### config.mk
export PLATFORM = sky130hd
export DESIGN_NAME = dhcp_reply_option_parser
export DESIGN_NICKNAME = d
export VERILOG_FILES = /design/src/dhcprp_pkg.sv /design/src/dhcprp_parse.sv /design/src/dhcp_reply_option_parser.sv
export VERILOG_INCLUDE_DIRS = /design/src /design/src/src
export SDC_FILE = /design/constraint.sdc
export NUM_CORES = 2
export LEC_CHECK = 0
export ABC_AREA = 0
export BUFFER_PORTS_ARGS = -buffer_cell sky130_fd_sc_hd__buf_2
export CAP_MARGIN = 30
export CORE_MARGIN = 1
export CORE_UTILIZATION = 59
export DETAILED_ROUTE_END_ITERATION = 16
export MAX_ROUTING_LAYER = met4
export PLACE_DENSITY = 0.91
export SLEW_MARGIN = 30
export SYNTH_ARGS = -nofsm -noshare
export SYNTH_HDL_FRONTEND = slang
export SYNTH_SLANG_ARGS = --single-unit
### constraint.sdc
create_clock -name clk -period 25.9 [get_ports clk]
set_input_delay 7.77 -clock clk [delete_from_list [all_inputs] [get_ports clk]]
set_output_delay 7.77 -clock clk [all_outputs]
set_load 0.05 [all_outputs]
### src/assert_macros.svh
// assertion macros shared by the parser rtl
`ifndef ASSERT_MACROS_SVH
`define ASSERT_MACROS_SVH

// property checked at every clock edge outside reset
`define ASSERT_RST(label, clk, rst, prop, msg) \
  label: assert property (@(posedge clk) disable iff (rst) (prop)) else $error(msg);

// consequence checked in the cycle after the trigger, outside reset
`define ASSERT_NEXT(label, clk, rst, trig, cons, msg) \
  label: assert property (@(posedge clk) disable iff (rst) (trig) |=> (cons)) else $error(msg);

`endif

### src/dhcprp_pkg.sv
// types, constants and register map of the dhcp reply parser
package dhcprp_pkg;

  // payload length limit and byte position counter
  localparam int MAX_PAYLOAD   = 1024;
  localparam int POS_W         = $clog2(MAX_PAYLOAD + 1);
  localparam int OPTIONS_START = 240;

  // configuration port
  localparam int ADDR_W = 5;
  localparam int DATA_W = 64;
  localparam logic [1:0] REG_TRANSACTION_ID = 2'd0;
  localparam logic [1:0] REG_CLIENT_MAC     = 2'd1;
  localparam logic [1:0] REG_TIME_OPTION    = 2'd2;
  localparam logic [7:0] TIME_OPTION_RESET  = 8'd42;

  // input actions
  localparam logic ACT_START   = 1'b0;
  localparam logic ACT_PAYLOAD = 1'b1;

  // fixed header bytes and their positions
  localparam logic [7:0] HDR_OP_REPLY   = 8'd2;
  localparam logic [7:0] HDR_HTYPE_ETH  = 8'd1;
  localparam logic [7:0] HDR_HLEN_MAC   = 8'd6;
  localparam logic [7:0] POS_OP         = 8'd0;
  localparam logic [7:0] POS_HTYPE      = 8'd1;
  localparam logic [7:0] POS_HLEN       = 8'd2;
  localparam logic [7:0] POS_XID_FIRST  = 8'd4;
  localparam logic [7:0] POS_XID_LAST   = 8'd7;
  localparam logic [7:0] POS_YIADDR_FIRST = 8'd16;
  localparam logic [7:0] POS_YIADDR_LAST  = 8'd19;
  localparam logic [7:0] POS_MAC_FIRST  = 8'd28;
  localparam logic [7:0] POS_MAC_LAST   = 8'd33;
  localparam logic [7:0] POS_COOKIE_FIRST = 8'd236;

  typedef logic [7:0] cookie_t [4];
  localparam cookie_t COOKIE = '{8'd99, 8'd130, 8'd83, 8'd99};

  // option codes and message types
  localparam logic [7:0] OPT_PAD      = 8'd0;
  localparam logic [7:0] OPT_NETMASK  = 8'd1;
  localparam logic [7:0] OPT_ROUTER   = 8'd3;
  localparam logic [7:0] OPT_DNS      = 8'd6;
  localparam logic [7:0] OPT_MSGTYPE  = 8'd53;
  localparam logic [7:0] OPT_SERVER   = 8'd54;
  localparam logic [7:0] OPT_END      = 8'hff;
  localparam logic [7:0] MSG_OFFER    = 8'd2;
  localparam logic [7:0] MSG_ACK      = 8'd5;
  localparam logic [7:0] LEN_ADDRESS  = 8'd4;
  localparam logic [7:0] LEN_MSGTYPE  = 8'd1;

  // capture slots
  localparam int CAP_COUNT   = 6;
  localparam int CAP_OFFERED = 0;
  localparam int CAP_SERVER  = 1;
  localparam int CAP_NETMASK = 2;
  localparam int CAP_ROUTER  = 3;
  localparam int CAP_DNS     = 4;
  localparam int CAP_TIME    = 5;

  typedef enum logic [1:0] {
    PH_CLOSED   = 2'd0,
    PH_DISCOVER = 2'd1,
    PH_REQUEST  = 2'd2,
    PH_ACK      = 2'd3
  } phase_t;

  typedef enum logic [1:0] {
    OS_CODE   = 2'd0,
    OS_LENGTH = 2'd1,
    OS_VALUE  = 2'd2
  } opt_step_t;

  typedef logic [POS_W-1:0] pos_t;

  typedef struct packed {
    logic       action;
    logic [7:0] data_byte;
    logic       last;
  } in_item_t;

  typedef struct packed {
    logic [1:0]  phase;
    logic        header_ok;
    logic [7:0]  message_type;
    logic        send_request;
    logic [31:0] offered_ip;
    logic [31:0] server_ip;
    logic [31:0] netmask;
    logic [31:0] router_ip;
    logic [31:0] dns_ip;
    logic [31:0] time_server_ip;
  } out_item_t;

  typedef struct packed {
    logic [31:0] transaction_id;
    logic [47:0] client_mac;
    logic [7:0]  time_server_option;
  } cfg_t;

endpackage

### src/dhcprp_parse.sv
// per-byte parse state, header checks, option walk and captures
`include "assert_macros.svh"

module dhcprp_parse (
  input  logic                  clk,
  input  logic                  rst,
  input  logic                  accept,
  input  dhcprp_pkg::in_item_t  item,
  input  dhcprp_pkg::cfg_t      cfg,
  output logic                  result_fire,
  output dhcprp_pkg::out_item_t result
);

  // persistent state
  dhcprp_pkg::phase_t    phase, phase_next, phase_upd;
  logic [31:0]           captured [dhcprp_pkg::CAP_COUNT];
  logic [31:0]           captured_next [dhcprp_pkg::CAP_COUNT];
  logic [31:0]           captured_upd [dhcprp_pkg::CAP_COUNT];

  // per-packet state
  dhcprp_pkg::pos_t      pos, pos_next, pos_upd;
  logic                  header_match, header_match_next, header_match_upd;
  dhcprp_pkg::opt_step_t option_step, option_step_next, option_step_upd;
  logic [7:0]            option_code, option_code_next, option_code_upd;
  logic [7:0]            option_remaining, option_remaining_next, option_remaining_upd;
  logic [7:0]            option_length, option_length_next, option_length_upd;
  logic [31:0]           value_shift, value_shift_next, value_shift_upd;
  logic                  options_done, options_done_next, options_done_upd;
  logic [7:0]            seen_type, seen_type_next, seen_type_upd;
  logic [31:0]           offer_hold, offer_hold_next, offer_hold_upd;

  // helpers
  logic [7:0]  b;
  logic [7:0]  hpos;
  logic [7:0]  want;
  logic [1:0]  xid_sel;
  logic [2:0]  mac_sel;
  logic [7:0]  k;
  logic        hdr_ok;
  logic        send;

  assign b       = item.data_byte;
  assign hpos    = pos[7:0];
  assign xid_sel = 2'd3 - hpos[1:0];
  assign mac_sel = 3'(hpos - dhcprp_pkg::POS_MAC_FIRST);
  assign k       = option_length - option_remaining;

  // effect of one payload byte
  always_comb begin
    phase_upd            = phase;
    captured_upd         = captured;
    pos_upd              = pos;
    header_match_upd     = header_match;
    option_step_upd      = option_step;
    option_code_upd      = option_code;
    option_remaining_upd = option_remaining;
    option_length_upd    = option_length;
    value_shift_upd      = value_shift;
    options_done_upd     = options_done;
    seen_type_upd        = seen_type;
    offer_hold_upd       = offer_hold;
    want                 = b;
    hdr_ok               = 1'b0;
    send                 = 1'b0;

    if (pos < dhcprp_pkg::pos_t'(dhcprp_pkg::MAX_PAYLOAD)) begin
      pos_upd = pos + dhcprp_pkg::pos_t'(1);
      if (pos < dhcprp_pkg::pos_t'(dhcprp_pkg::OPTIONS_START)) begin
        // fixed header fields
        if (hpos == dhcprp_pkg::POS_OP) begin
          want = dhcprp_pkg::HDR_OP_REPLY;
        end else if (hpos == dhcprp_pkg::POS_HTYPE) begin
          want = dhcprp_pkg::HDR_HTYPE_ETH;
        end else if (hpos == dhcprp_pkg::POS_HLEN) begin
          want = dhcprp_pkg::HDR_HLEN_MAC;
        end else if (hpos >= dhcprp_pkg::POS_XID_FIRST && hpos <= dhcprp_pkg::POS_XID_LAST) begin
          want = cfg.transaction_id[{xid_sel, 3'b000} +: 8];
        end else if (hpos >= dhcprp_pkg::POS_YIADDR_FIRST &&
                     hpos <= dhcprp_pkg::POS_YIADDR_LAST) begin
          offer_hold_upd[{hpos[1:0], 3'b000} +: 8] = b;
        end else if (hpos >= dhcprp_pkg::POS_MAC_FIRST && hpos <= dhcprp_pkg::POS_MAC_LAST) begin
          want = cfg.client_mac[{mac_sel, 3'b000} +: 8];
        end else if (hpos >= dhcprp_pkg::POS_COOKIE_FIRST) begin
          want = dhcprp_pkg::COOKIE[hpos[1:0]];
        end
        if (want != b) begin
          header_match_upd = 1'b0;
        end
      end else if (!options_done) begin
        // option list walk
        unique case (option_step)
          dhcprp_pkg::OS_CODE: begin
            if (b == dhcprp_pkg::OPT_END) begin
              options_done_upd = 1'b1;
            end else if (b != dhcprp_pkg::OPT_PAD) begin
              option_code_upd = b;
              option_step_upd = dhcprp_pkg::OS_LENGTH;
            end
          end
          dhcprp_pkg::OS_LENGTH: begin
            option_length_upd    = b;
            option_remaining_upd = b;
            value_shift_upd      = '0;
            option_step_upd      = (b == 8'd0) ? dhcprp_pkg::OS_CODE : dhcprp_pkg::OS_VALUE;
          end
          dhcprp_pkg::OS_VALUE: begin
            if (k < 8'd4) begin
              value_shift_upd = value_shift | (32'(b) << {k[1:0], 3'b000});
            end
            if (option_code == dhcprp_pkg::OPT_MSGTYPE &&
                option_length == dhcprp_pkg::LEN_MSGTYPE) begin
              seen_type_upd = b;
            end
            option_remaining_upd = option_remaining - 8'd1;
            if (option_remaining_upd == 8'd0) begin
              option_step_upd = dhcprp_pkg::OS_CODE;
              if (option_length == dhcprp_pkg::LEN_ADDRESS && header_match &&
                  phase == dhcprp_pkg::PH_DISCOVER) begin
                // fixed codes win over the configured time server code
                priority if (option_code == dhcprp_pkg::OPT_NETMASK) begin
                  captured_upd[dhcprp_pkg::CAP_NETMASK] = value_shift_upd;
                end else if (option_code == dhcprp_pkg::OPT_ROUTER) begin
                  captured_upd[dhcprp_pkg::CAP_ROUTER] = value_shift_upd;
                end else if (option_code == dhcprp_pkg::OPT_DNS) begin
                  captured_upd[dhcprp_pkg::CAP_DNS] = value_shift_upd;
                end else if (option_code == dhcprp_pkg::OPT_SERVER) begin
                  captured_upd[dhcprp_pkg::CAP_SERVER] = value_shift_upd;
                end else if (option_code == dhcprp_pkg::OPT_MSGTYPE) begin
                  captured_upd[dhcprp_pkg::CAP_SERVER] = captured[dhcprp_pkg::CAP_SERVER];
                end else if (option_code == cfg.time_server_option) begin
                  captured_upd[dhcprp_pkg::CAP_TIME] = value_shift_upd;
                end
              end
            end
          end
          default: begin
            option_step_upd = dhcprp_pkg::OS_CODE;
          end
        endcase
      end
    end

    // end of packet: header verdict, phase transitions, offered address capture and send request
    if (item.last) begin
      hdr_ok = header_match_upd &&
               (pos >= dhcprp_pkg::pos_t'(dhcprp_pkg::OPTIONS_START - 1));
      if (hdr_ok) begin
        if (phase == dhcprp_pkg::PH_DISCOVER && seen_type_upd == dhcprp_pkg::MSG_OFFER) begin
          captured_upd[dhcprp_pkg::CAP_OFFERED] = offer_hold_upd;
          phase_upd = dhcprp_pkg::PH_REQUEST;
          send      = 1'b1;
        end else if (phase == dhcprp_pkg::PH_REQUEST &&
                     seen_type_upd == dhcprp_pkg::MSG_ACK) begin
          phase_upd = dhcprp_pkg::PH_ACK;
        end
      end
    end
  end

  // next state selection
  always_comb begin
    phase_next            = phase;
    captured_next         = captured;
    pos_next              = pos;
    header_match_next     = header_match;
    option_step_next      = option_step;
    option_code_next      = option_code;
    option_remaining_next = option_remaining;
    option_length_next    = option_length;
    value_shift_next      = value_shift;
    options_done_next     = options_done;
    seen_type_next        = seen_type;
    offer_hold_next       = offer_hold;
    if (accept) begin
      if (item.action == dhcprp_pkg::ACT_START || item.last) begin
        // packet restart
        pos_next              = '0;
        header_match_next     = 1'b1;
        option_step_next      = dhcprp_pkg::OS_CODE;
        option_code_next      = '0;
        option_remaining_next = '0;
        option_length_next    = '0;
        value_shift_next      = '0;
        options_done_next     = 1'b0;
        seen_type_next        = '0;
        offer_hold_next       = '0;
      end else begin
        pos_next              = pos_upd;
        header_match_next     = header_match_upd;
        option_step_next      = option_step_upd;
        option_code_next      = option_code_upd;
        option_remaining_next = option_remaining_upd;
        option_length_next    = option_length_upd;
        value_shift_next      = value_shift_upd;
        options_done_next     = options_done_upd;
        seen_type_next        = seen_type_upd;
        offer_hold_next       = offer_hold_upd;
      end
      if (item.action == dhcprp_pkg::ACT_START) begin
        phase_next = dhcprp_pkg::PH_DISCOVER;
        for (int i = 0; i < dhcprp_pkg::CAP_COUNT; i++) begin
          captured_next[i] = '0;
        end
      end else begin
        phase_next    = phase_upd;
        captured_next = captured_upd;
      end
    end
  end

  // result item
  always_comb begin
    result_fire           = accept && item.action == dhcprp_pkg::ACT_PAYLOAD && item.last;
    result.phase          = phase_upd;
    result.header_ok      = hdr_ok;
    result.message_type   = seen_type_upd;
    result.send_request   = send;
    result.offered_ip     = captured_upd[dhcprp_pkg::CAP_OFFERED];
    result.server_ip      = captured_upd[dhcprp_pkg::CAP_SERVER];
    result.netmask        = captured_upd[dhcprp_pkg::CAP_NETMASK];
    result.router_ip      = captured_upd[dhcprp_pkg::CAP_ROUTER];
    result.dns_ip         = captured_upd[dhcprp_pkg::CAP_DNS];
    result.time_server_ip = captured_upd[dhcprp_pkg::CAP_TIME];
  end

  // state registers
  always_ff @(posedge clk) begin
    if (rst) begin
      phase            <= dhcprp_pkg::PH_CLOSED;
      pos              <= '0;
      header_match     <= 1'b1;
      option_step      <= dhcprp_pkg::OS_CODE;
      option_code      <= '0;
      option_remaining <= '0;
      option_length    <= '0;
      value_shift      <= '0;
      options_done     <= 1'b0;
      seen_type        <= '0;
      offer_hold       <= '0;
      for (int i = 0; i < dhcprp_pkg::CAP_COUNT; i++) begin
        captured[i] <= '0;
      end
    end else begin
      phase            <= phase_next;
      pos              <= pos_next;
      header_match     <= header_match_next;
      option_step      <= option_step_next;
      option_code      <= option_code_next;
      option_remaining <= option_remaining_next;
      option_length    <= option_length_next;
      value_shift      <= value_shift_next;
      options_done     <= options_done_next;
      seen_type        <= seen_type_next;
      offer_hold       <= offer_hold_next;
      captured         <= captured_next;
    end
  end

  // checks
  `ASSERT_RST(a_pos_bound, clk, rst, pos <= dhcprp_pkg::pos_t'(dhcprp_pkg::MAX_PAYLOAD), "byte position past limit")
  `ASSERT_RST(a_done_step, clk, rst, !options_done || option_step == dhcprp_pkg::OS_CODE, "option walk ended mid option")
  `ASSERT_NEXT(a_start_discover, clk, rst, accept && item.action == dhcprp_pkg::ACT_START, phase == dhcprp_pkg::PH_DISCOVER && pos == '0, "start did not enter discover")

endmodule

### src/dhcp_reply_option_parser.sv
// top level of the dhcp reply parser: config port, parse core and result queue
//
//   channel  | dir | signals                          | transfer when
//   item     | in  | item_valid item_ready item       | item_valid & item_ready
//   result   | out | result_valid result_ready result | result_valid & result_ready
//   config   | in  | psel penable pwrite paddr pwdata | psel & penable & pwrite (pready high)
//
// one payload byte per cycle while item_ready is high, parsed in the cycle it is taken
// a final byte's result is registered in the output entry, or the skid entry if that is full
// a two-entry result queue lets bytes keep flowing while a result waits
// item_ready drops only when both queue entries hold results
// rst is synchronous; all registers but the result and skid data take their reset values
`include "assert_macros.svh"

module dhcp_reply_option_parser (
  input  logic                                clk,
  input  logic                                rst,
  input  logic                                item_valid,
  output logic                                item_ready,
  input  dhcprp_pkg::in_item_t                item,
  output logic                                result_valid,
  input  logic                                result_ready,
  output dhcprp_pkg::out_item_t               result,
  input  logic                                psel,
  input  logic                                penable,
  input  logic                                pwrite,
  input  logic [dhcprp_pkg::ADDR_W-1:0]       paddr,
  input  logic [dhcprp_pkg::DATA_W-1:0]       pwdata,
  output logic [dhcprp_pkg::DATA_W-1:0]       prdata,
  output logic                                pready
);

  dhcprp_pkg::cfg_t      cfg;
  logic [1:0]            reg_sel;
  logic                  wr_en;
  logic                  accept;
  logic                  core_fire;
  dhcprp_pkg::out_item_t core_result;
  logic                  skid_valid;
  dhcprp_pkg::out_item_t skid;
  logic                  pop;

  // configuration registers
  assign pready  = 1'b1;
  assign reg_sel = paddr[4:3];
  assign wr_en   = psel && penable && pwrite;

  always_ff @(posedge clk) begin
    if (rst) begin
      cfg.transaction_id     <= '0;
      cfg.client_mac         <= '0;
      cfg.time_server_option <= dhcprp_pkg::TIME_OPTION_RESET;
    end else if (wr_en) begin
      unique case (reg_sel)
        dhcprp_pkg::REG_TRANSACTION_ID: cfg.transaction_id     <= pwdata[31:0];
        dhcprp_pkg::REG_CLIENT_MAC:     cfg.client_mac         <= pwdata[47:0];
        dhcprp_pkg::REG_TIME_OPTION:    cfg.time_server_option <= pwdata[7:0];
        default: begin
        end
      endcase
    end
  end

  // register read back
  always_comb begin
    unique case (reg_sel)
      dhcprp_pkg::REG_TRANSACTION_ID: prdata = 64'(cfg.transaction_id);
      dhcprp_pkg::REG_CLIENT_MAC:     prdata = 64'(cfg.client_mac);
      dhcprp_pkg::REG_TIME_OPTION:    prdata = 64'(cfg.time_server_option);
      default:                        prdata = '0;
    endcase
  end

  // parse core
  assign item_ready = !skid_valid;
  assign accept     = item_valid && item_ready;

  dhcprp_parse u_parse (
    .clk         (clk),
    .rst         (rst),
    .accept      (accept),
    .item        (item),
    .cfg         (cfg),
    .result_fire (core_fire),
    .result      (core_result)
  );

  // two-entry result queue: output register plus skid entry
  assign pop = result_valid && result_ready;

  always_ff @(posedge clk) begin
    if (rst) begin
      result_valid <= 1'b0;
      skid_valid   <= 1'b0;
    end else begin
      if (skid_valid) begin
        if (pop) begin
          result_valid <= 1'b1;
          skid_valid   <= 1'b0;
        end
      end else if (result_valid) begin
        if (pop) begin
          result_valid <= core_fire;
        end else if (core_fire) begin
          skid_valid <= 1'b1;
        end
      end else begin
        result_valid <= core_fire;
      end
    end
  end

  always_ff @(posedge clk) begin
    if (skid_valid) begin
      if (pop) begin
        result <= skid;
      end
    end else if (result_valid && !pop) begin
      if (core_fire) begin
        skid <= core_result;
      end
    end else if (core_fire) begin
      result <= core_result;
    end
  end

  // checks
  `ASSERT_RST(a_skid_order, clk, rst, !skid_valid || result_valid, "skid entry held without output entry")
  `ASSERT_RST(a_full_stall, clk, rst, !(skid_valid && accept), "byte taken with result queue full")
  `ASSERT_RST(a_send_phase, clk, rst, !(result_valid && result.send_request) || (result.phase == dhcprp_pkg::PH_REQUEST && result.header_ok), "send_request outside request phase")

endmodule
== Yosys cells after proc, flatten, opt, wreduce, memory -nomap -nowiden ==
Cells that the tools add are included.

* Mux-type cells: 117
* Add/sub/neg operators: 6
* Bitwise logic cells: 4
* Shifts and indexed selects: 5
* Equality and inequality tests: 28
* Magnitude comparators: 12
* Reduce and logical (&&, ||, !) cells: 42

{| class="wikitable"
|+ Operators by type and width
! operator !! count
|-
| two-way mux 160 bit || 6
|-
| two-way mux 32 bit || 27
|-
| two-way mux 204 bit || 4
|-
| two-way mux 8 bit || 33
|-
| two-way mux 192 bit || 1
|-
| one-hot mux 48 bit (3 select lines) || 1
|-
| two-way mux 96 bit || 1
|-
| two-way mux 64 bit || 1
|-
| one-hot mux 32 bit (2 select lines) || 1
|-
| indexed part select 48 x 7 -> 8 bit || 1
|-
| bitwise mux 32 bit || 1
|-
| bitwise OR 32 bit || 1
|-
| variable shift 8 x 7 -> 32 bit, first input constant || 1
|-
| indexed part select 32 x 6 -> 8 bit || 1
|-
| indexed part select 8 x 7 -> 32 bit || 1
|-
| left shift 8 x 5 -> 32 bit || 1
|-
| two-way mux 2 bit || 13
|-
| equality test 8 x 1 -> 1 bit, second input constant || 3
|-
| equality test 8 x 2 -> 1 bit, second input constant || 3
|-
| equality test 8 x 3 -> 1 bit, second input constant || 3
|-
| logical NOT 8 bit || 3
|-
| two-way mux 1 bit || 23
|-
| two-way mux 11 bit || 2
|-
| binary-select mux 8 bit (select 2 bit) || 1
|-
| other kinds (42) || 81
|}

* Flip-flop bits (word level): 803
* Bits of input ports: 86
* Logic and storage cells: 256

== Logic depth before layout (Yosys ltp) ==
* Word-level depth: 23
* Gate-level depth with buffers: 18

== Modules after synthesis ==
A second synthesis with hierarchy kept.

* Cell total of the unflattened synthesis: 3233
* Area total of the unflattened synthesis: 35631.7 um^2

{| class="wikitable"
|+ Modules (own cells, without submodules)
! module !! sequential area each (um^2) !! cells an instance !! area an instance (um^2) !! times used
|-
| dhcp_reply_option_parser || 14053.5 || 1113 || 19225.9 || 1
|-
| dhcprp_parse || 6105.9 || 2120 || 16405.7 || 1
|}

== Least setup slack after synthesis ==
Ideal clock, no wire load.

* Path kind: input port to flip-flop
* Start: in item_valid
* End: reg skid[0] (netlist bit) (enable)
* Data required time: 24.832 ns
* Cell stages on the path: 4
* Data arrival time: 23.261 ns
* Path buffers: 1
* Path slack: 1.571 ns
* Library setup time: 1.068 ns
* Cells stage by stage: nor2b_1 clkbuf_1 nand3_1 nor3b_1

* Cells in the longest elaborated chain, start to end: 4

{| class="wikitable"
|+ Ends and longest elaborated chain
! element !! line !! text
|-
| from (decl) || dhcp_reply_option_parser.sv:18 || <nowiki>input logic item_valid,</nowiki>
|-
| logical AND 1 bit || dhcp_reply_option_parser.sv:76 || <nowiki>assign accept = item_valid && item_ready;</nowiki>
|-
| logical AND 1 bit (2 in a row) || dhcprp_parse.sv:213 || <nowiki>result_fire = accept && item.action == dhcprp_pkg::ACT_PAYLOAD && item.last;</nowiki>
|-
| AND reduction 3 bit (no source line) || n/a ||
|-
| to (signal assigned) || dhcp_reply_option_parser.sv:120 || <nowiki>skid <= core_result;</nowiki>
|-
| to (decl) || dhcp_reply_option_parser.sv:40 || <nowiki>dhcprp_pkg::out_item_t skid;</nowiki>
|}

Every way passes these cells.
A chain may end at the register's enable or synchronous reset.

== Final worst setup path ==
* Start: in paddr[3] (netlist bit)
* End: out prdata[5] (netlist bit)

* Cells in the longest elaborated chain, start to end: 2

{| class="wikitable"
|+ Ends and longest elaborated chain
! element !! line !! text
|-
| from (decl) || dhcp_reply_option_parser.sv:27 || <nowiki>input logic [dhcprp_pkg::ADDR_W-1:0] paddr,</nowiki>
|-
| equality test 2 bit, or another cell as far along || dhcp_reply_option_parser.sv:66 || <nowiki>unique case (reg_sel)</nowiki>
|-
| one-hot mux 48 bit (3 select lines) (*) || dhcp_reply_option_parser.sv:66 ||
|-
| to (decl) || dhcp_reply_option_parser.sv:29 || <nowiki>output logic [dhcprp_pkg::DATA_W-1:0] prdata,</nowiki>
|}

Mark *: on every way between the ends. The rest lies on a longest branch, timed or not.

==> impl_metrics.yaml <==
routing:
  first_iter_violations: 3338
  drcViolationCount: 0
  viasPerCell: 6.31
  wl_mm: 95.5
  wl_per_cell_um: 22.0
  ant_nets: 0
  via_count: 27400
  first_pass_iters: 7
critical_path:
  setup.worst_path.class: "in2out"
  reg2reg_slack_ns: 20.75
  critPathCapture: "prdata[5]"
  path_max_fanout: 37
  cp_top_family: "buffers and inverters"
  cp.depth: 6
  path_cells: "buf_2 -> nor2b_1 -> buf_4 -> nand2_1 -> o21ai_0 -> buf_2"
  reg2reg_depth: 13
  worst_ep_arrival_time_ns: 9.82
  required_ns: 18.13
  worstSetupStartpointType: "input pin"
  cpPeakStageDelay_ns: 0.70
  cp-startpoint: "paddr[3]"
  endpoint_kind: "output pin"
  r2r_end: "u_parse.captured[177]"
  cp_common_cell: "buf_2"
  worstPathBufferInverterCount: 3
  rr_startpoint: "u_parse.pos[0]"
  cpMaxStageDelayCell: "buf_2"
yosys:
  ys_top_cells_by_area: "edfxtp_1 35%, dfxtp_1 23%, mux2_2 5.8%, nand2_1 5.1%, a22oi_1 4.5%"
  yosysTopAreaCell: "edfxtp_1"
  ys_warn_count: 0
  synthTopCellsByCount: "477 x nand2_1, 408 x edfxtp_1, 395 x dfxtp_1"
  synth_cells: 3316
  synth_area_per_cell_um2: 10.6
  synth.distinct_cells: 85
  synth_top_area_share_pct: 34.9
  ys_seq_area_share_pct: 57.4
  async_flop_share_pct: 0
  yosys_most_used_dff: "edfxtp_1"
  synth_edf_count: 408
  synth_seq_cells: 803
  syn_area_um2: 35100
  yosysMostFrequentCell: "nand2_1"
job:
  cap_violations: 0
sta:
  rsz0062_at_grt: "false"
  drv_slew: 0
  slew_headroom_pct: 32.6
  fmax_mhz: 56.8
  period_minus_slack_ns: 17.59
  finalSetupTns_ns: 0
  skew_ns: 0.0487
  fin_hold_ws_ns: 0.472
  hold_violations: 0
  finalSetupViolCount: 0
  period_share_pct: 67.9
  worst_slew_pin_slew_ns: 1.01
cts:
  ctsHoldBuffers: 0
  cts_sinks: 803
  cts_buffer_depth: 3
  clk_latency_ns: 0.65
  cts-root-buf: "clkbuf_16"
  cts_max_level: 3
  post_cts_buffers: 0
  post_cts_resized: 0
  path_clk_slew_ns: 0.06
  cts_tree: "built"
  numCtsBuffers: 79
floorplanning:
  start_util_pct: 59.6
  die-area_um2: 60500
  fp.dieW_um: 246
  die_h_um: 246
  io-pin-count: 357
  core_area_um2: 58900
  rows: 89
power_and_ir_drop:
  p_per_area_nw_per_um2: 65.6
  irDropWorstVdd_mv: 0.0632
  total_power_mw: 2.61
  p_leak_nw: 15.5
layout:
  multi_input_comb_area_um2: 13800
  syn2layout_area_growth_pct: 13.2
  fin_nets: 3608
  regArea_um2: 20200
  num-fill-cells: 4065
  drive_above_1_share_pct: 21.8
place:
  place.gp.congestion: 0.910
  dp_hpwl_mm: 57.1
  portBuffers: 320
grt:
  grt_first_pass_wirelength_mm: 146
  grt_pass1_vias: 25900
  grt_overflow: 0
  grt_max_degree: 111
  grt_usage_pct: 31.8
  grt_antenna_before_repair: 2
worst_hold_path:
  min_path_type: "reg2reg"
run_status:
  status: "finished clean"
==> how the worst min path moves through the flow <==
stage                         start                   end  depth (start not counted)
3_5_place_dp                cfg[75]               cfg[75]                          2
4_1_cts                     cfg[44]               cfg[44]                          2
3_3_place_gp                cfg[33]               cfg[33]                          2
5_1_grt                     cfg[25]               cfg[25]                          2
2_1_floorplan  u_parse.header_match  u_parse.header_match                          2
6_report                    cfg[44]               cfg[44]                          2
==> per-stage QoR <==
stage / instances / setup slack [ns] / util [%] / cell area, um2
2_1_floorplan: 3331 / 1.57 / - / 35200
3_3_place_gp: 4191 / 8.36 / 62.8 / 37000
3_5_place_dp: 4197 / 8.36 / 63.1 / 37200
4_1_cts: 4345 / 8.37 / 67.5 / 39700
5_1_grt: 4347 / 8.17 / 67.5 / 39800
6_report: 4347 / 8.31 / 67.5 / 39800
==> layout make-up <==
type | instances | share of cell area, %
Sequential cell | 803 | 50.7
Multi-Input combinational cell | 2198 | 34.6
Clock buffer | 113 | 5.67
Timing Repair Buffer | 365 | 5.17
Tap cell | 773 | 2.43
Clock inverter | 35 | 0.853
Inverter | 58 | 0.566
Antenna cell | 2 | 0.0126
==> placed cells by master, fill, tap and decap left out, drive strengths merged, types with 38 or more instances in the layout <==
master	n
dfxtp	395
buf	365
inv	61
mux2	238
edfxtp	408
mux2i	66
nand2	477
clkbuf	113
a21o	39
nor2	322
o21ai	269
nor3	62
a22oi	209
and3	38
a21oi	195
==> cell families after synthesis <==
group           synth area share, %
simple gates                   12.5
xor+xnor                      0.474
buf+inv                        4.05
fa+ha+maj                     0.627
mux                            10.6
other cells                  0.0214
compound gates                 14.3
flops                          57.4
==> power breakdown <==
part / switching, mW / total [mW] / internal [mW]
Clock: 0.495 / 1.14 / 0.644
Combinational: 0.103 / 0.131 / 0.0274
Sequential: 0.00513 / 1.34 / 1.33
==> tightest hold or removal path, stage by stage (launching register included) <==
cell and delay (ns):
dfxtp_1 0.32, nand2_1 0.06, a21oi_1 0.05
==> sequential cells by signal (all words and copies together) (netlist names) <==
name,cells
result,204
skid,204
u_parse.captured,192
cfg,88
u_parse.offer_hold,32
u_parse.value_shift,32
u_parse.pos,11
u_parse.option_code,8
u_parse.option_length,8
u_parse.option_remaining,8
u_parse.seen_type,8
u_parse.option_step,2
u_parse.phase,2
result_valid,1
skid_valid,1
u_parse.header_match,1
u_parse.options_done,1
==> routing by layer <==
metal / global-route usage [%] / vias to the layer above / wire, um
met5: - / - / 0
met1: 40.0 / 13100 / 36600
li1: - / 12300 / -
met2: 49.3 / 1682 / 45300
met4: 16.8 / 0 / 4780
met3: 5.41 / 334 / 8840
(Power assumes the default switching activity.)
